`src/hdl/brs_ram.sv`:
```
// Generic single-clock RAM: one write port, one read port, registered read.
// No dependencies.
module brs_ram #(
  parameter int unsigned Width = 8,
  parameter int unsigned Depth = 16,
  parameter int unsigned AddrW = (Depth > 1) ? $clog2(Depth) : 1
) (
  input  logic             clk_i,
  input  logic             we_i,
  input  logic [AddrW-1:0] waddr_i,
  input  logic [Width-1:0] wdata_i,
  input  logic [AddrW-1:0] raddr_i,
  output logic [Width-1:0] rdata_o
);

  logic [Width-1:0] mem_q [Depth];

  always_ff @(posedge clk_i) begin
    if (we_i) begin
      mem_q[waddr_i] <= wdata_i;
    end
    rdata_o <= mem_q[raddr_i];
  end

endmodule

```
`config.mk`:
```
export PLATFORM = sky130hd
export DESIGN_NAME = brs_ram
export DESIGN_NICKNAME = d
export VERILOG_FILES = /design/src/hdl/brs_ram.sv
export SDC_FILE = /design/constraint.sdc
export NUM_CORES = 1
export LEC_CHECK = 0
export BUFFER_PORTS_ARGS = -buffer_cell sky130_fd_sc_hd__buf_2
export CELL_PAD_IN_SITES_DETAIL_PLACEMENT = 2
export CELL_PAD_IN_SITES_GLOBAL_PLACEMENT = 2
export CORE_ASPECT_RATIO = 1.4
export CORE_MARGIN = 10
export CORE_UTILIZATION = 43
export CTS_CLUSTER_SIZE = 30
export DETAILED_ROUTE_END_ITERATION = 10
export PLACE_DENSITY_LB_ADDON = 0.2
export REMOVE_ABC_BUFFERS = 1
export SYNTH_ARGS = -nofsm -noshare
export SYNTH_HDL_FRONTEND = slang
export SYNTH_SLANG_ARGS = --single-unit
```
`constraint.sdc`:
```
create_clock -name clk_i -period 2.08 [get_ports clk_i]
set_clock_uncertainty 0.05 [all_clocks]
set_input_delay 0.208 -clock clk_i [delete_from_list [all_inputs] [get_ports clk_i]]
set_output_delay 0.208 -clock clk_i [all_outputs]
set_load 0.005 [all_outputs]
```
==> results.py <==
metrics = {
    "critical_path": {
        "cp_num_buf_inv": 0,
        "start_kind": "flop",
        "crit_path_top_delay_cell": "mux4_1",
        "endpoint_kind": "flop",
        "cp.arrival_ps": 1730,
        "crit_fanout": 1,
        "crit_type": "reg -> reg",
        "critPathTopFamily": "multiplexers",
        "cp.required_ps": 2320,
        "crit_path_cell_trace": "mux4_1, a22oi_1, nand2_1",
        "critPathMaxStageDelay_ps": 510,
    },
    "synth": {
        "ys_types": 19,
        "synth-seq-cells": 136,
        "synth-adder-area-share": 0,
        "yosys_warnings": 0,
        "synth_top_family_by_area": "multiplexers",
        "muxShareOfSynthArea": 0.150,
        "synth_top_cell_area_share": 0.747,
        "seq_area_frac_synth": 0.778,
        "synth.cell_area_um2": 5150,
        "synth_xor_area_frac": 0,
        "synth.avg_cell_area_um2": 22.5,
        "syn_inst": 229,
        "yosys-top-cells-area": "edfxtp_1, mux4_2, mux4_1",
        "synth_compound_area_frac": 0.0233,
        "yosys.area_share.simple": 0.0318,
        "yosys.area.top_type": "edfxtp_1",
    },
    "detailed_routing": {
        "ant_nets": 0,
        "via_count": 2492,
        "post_drt_wl_per_cell_um": 26.5,
        "drt_iter0_drc": 117,
        "wl_um": 11900,
        "met1Wirelength_um": 5060,
        "dr_wl_met2_um": 6290,
        "wl_met3_um": 401,
        "highest_layer": "met4",
        "dr.pass1.iters": 4,
        "drc": 0,
        "vias_per_cell": 5.56,
    },
    "sta": {
        "grt_setup_unrepaired": "no",
        "period_share": 0.715,
        "max_freq_mhz": 673,
        "worst_pin_slew_ps": 444,
        "whs_ps": 143,
        "slew_viol_final": 0,
        "relSlewSlack": 0.704,
        "setup_viol": 0,
        "fin_tns_setup_ps": 0,
        "fin_crit_ps": 1490,
        "finalHoldViolCount": 0,
    },
    "layout": {
        "layout.nets": 306,
        "fin_util": 0.525,
        "syn_to_final_growth_pct": 20.1,
        "diodes": 0,
        "final_common_cell": "edfxtp_1",
        "stdcell_area_um2": 6180,
        "drive_gt1_frac": 0.326,
        "mostFrequentLayoutCells": "edfxtp_1, buf_2, buf_4, mux4_2, clkbuf_16",
    },
    "die": {
        "core_region_area_um2": 11800,
        "die_y_um": 149,
        "die_w_um": 112,
        "io-pin-count": 26,
        "initial_utilization": 0.438,
        "placementRows": 47,
        "die_area_um2": 16800,
    },
    "clock_network": {
        "cts_max_path_buffers": 2,
        "cts_root_buf": "clkbuf_16",
        "post_cts_buffers": 0,
        "cts_hold_buf": 0,
        "clock_latency_ps": 410,
        "cts_max_level": 4,
        "path_clk_slew_ps": 60,
        "clock_sinks": 136,
        "cts_buffers": 17,
        "post_cts_resized": 0,
        "cts_tree": "built",
    },
    "grt": {
        "grt_max_degree": 33,
        "gr-total-overflow": 0,
        "antenna_found_initial": 0,
        "grt.total_usage": 0.150,
        "grt_pass1_vias": 2862,
        "grt_pass1_wl_um": 18300,
    },
    "pwr": {
        "peakVddDrop_v": 0.000543,
        "powerDensity_nw_per_um2": 1040,
        "p_leak_nw": 2.13,
        "finalPower_mw": 6.45,
    },
    "place": {
        "dpl-instance-area_um2": 5570,
        "io_buffer_count": 25,
        "globalplace.congestion": 0.723,
        "dp_hpwl_um": 7960,
    },
    "run": {
        "cap_violations": 0,
    },
    "hold_path": {
        "hold_class": "in -> reg",
    },
    "status": {
        "status": "finished clean",
    },
}
[synthesized netlist by cell type]
library cell,number
and2_1,1
nor3_1,4
mux4_1,14
nor2b_1,1
nand2_1,9
nand3_1,1
dfxtp_1,8
nand2b_1,2
mux4_2,18
clkdlybuf4s25_2,3
buf_6,3
buf_4,1
a22oi_1,16
or3b_2,1
nor2_1,13
buf_2,3
edfxtp_1,128
and2b_1,1
nand3b_1,2
[layer usage]
metal	global-route usage	vias to the layer above
met3	0.0401	7
met2	0.253	52
met1	0.178	1340
li1	-	1093
met5	0	-
met4	0.0611	0
[through the flow]
stage / worst slack [ps] / instances
floorplan: 329 / 219
global placement: 262 / 416
detailed placement: 246 / 416
CTS: 583 / 448
global route: 554 / 448
finish: 593 / 448
[where the power goes]
group	switching [mW]	internal, mW
Combinational	0.171	0.124
Sequential	0.0221	3.06
Clock	1.09	1.98
Total	1.28	5.17
[worst paths after layout]
path | slack (ps) | endpoint | from | cells after the start
hold reg to reg | 630 | rdata_o[5]$_DFF_P_ | mem_q[15][5]$_DFFE_PP_ | 3
setup / recovery | 590 | rdata_o[0]$_DFF_P_ | mem_q[2][0]$_DFFE_PP_ | 3
setup reg to reg | 590 | rdata_o[0]$_DFF_P_ | mem_q[2][0]$_DFFE_PP_ | 3
hold / removal | 140 | mem_q[7][3]$_DFFE_PP_ | wdata_i[3] | 1
[worst reg2reg max path: cells and delay by family (launching register included)]
kind	cells	cell delay (ps)
and+or+nand+nor	1	100
AOI/OAI and AO/OA	1	310
DFF	1	390
muxes	1	510
[state kept, by name, indices dropped and copies added, names as in the netlist]
register	count
rdata_o	8
mem_q	128
[cell families (layout without fill, tap and decap cells)]
family                 Yosys count  in the layout
AO/OA/AOI/OAI                   16             16
buffers and inverters           10             82
flip-flops                     136            136
multiplexers                    32             32
AND/OR/NAND/NOR                 35             35
[layout make-up]
cell class / instances / area [um^2]
clock inverter: 15 / 184
clock buffer: 17 / 425
tap: 147 / 184
timing repair buffer: 50 / 325
multi-input combinational: 83 / 1060
fill: 1024 / 5580
sequential: 136 / 4000
(Power assumes the default switching activity.)
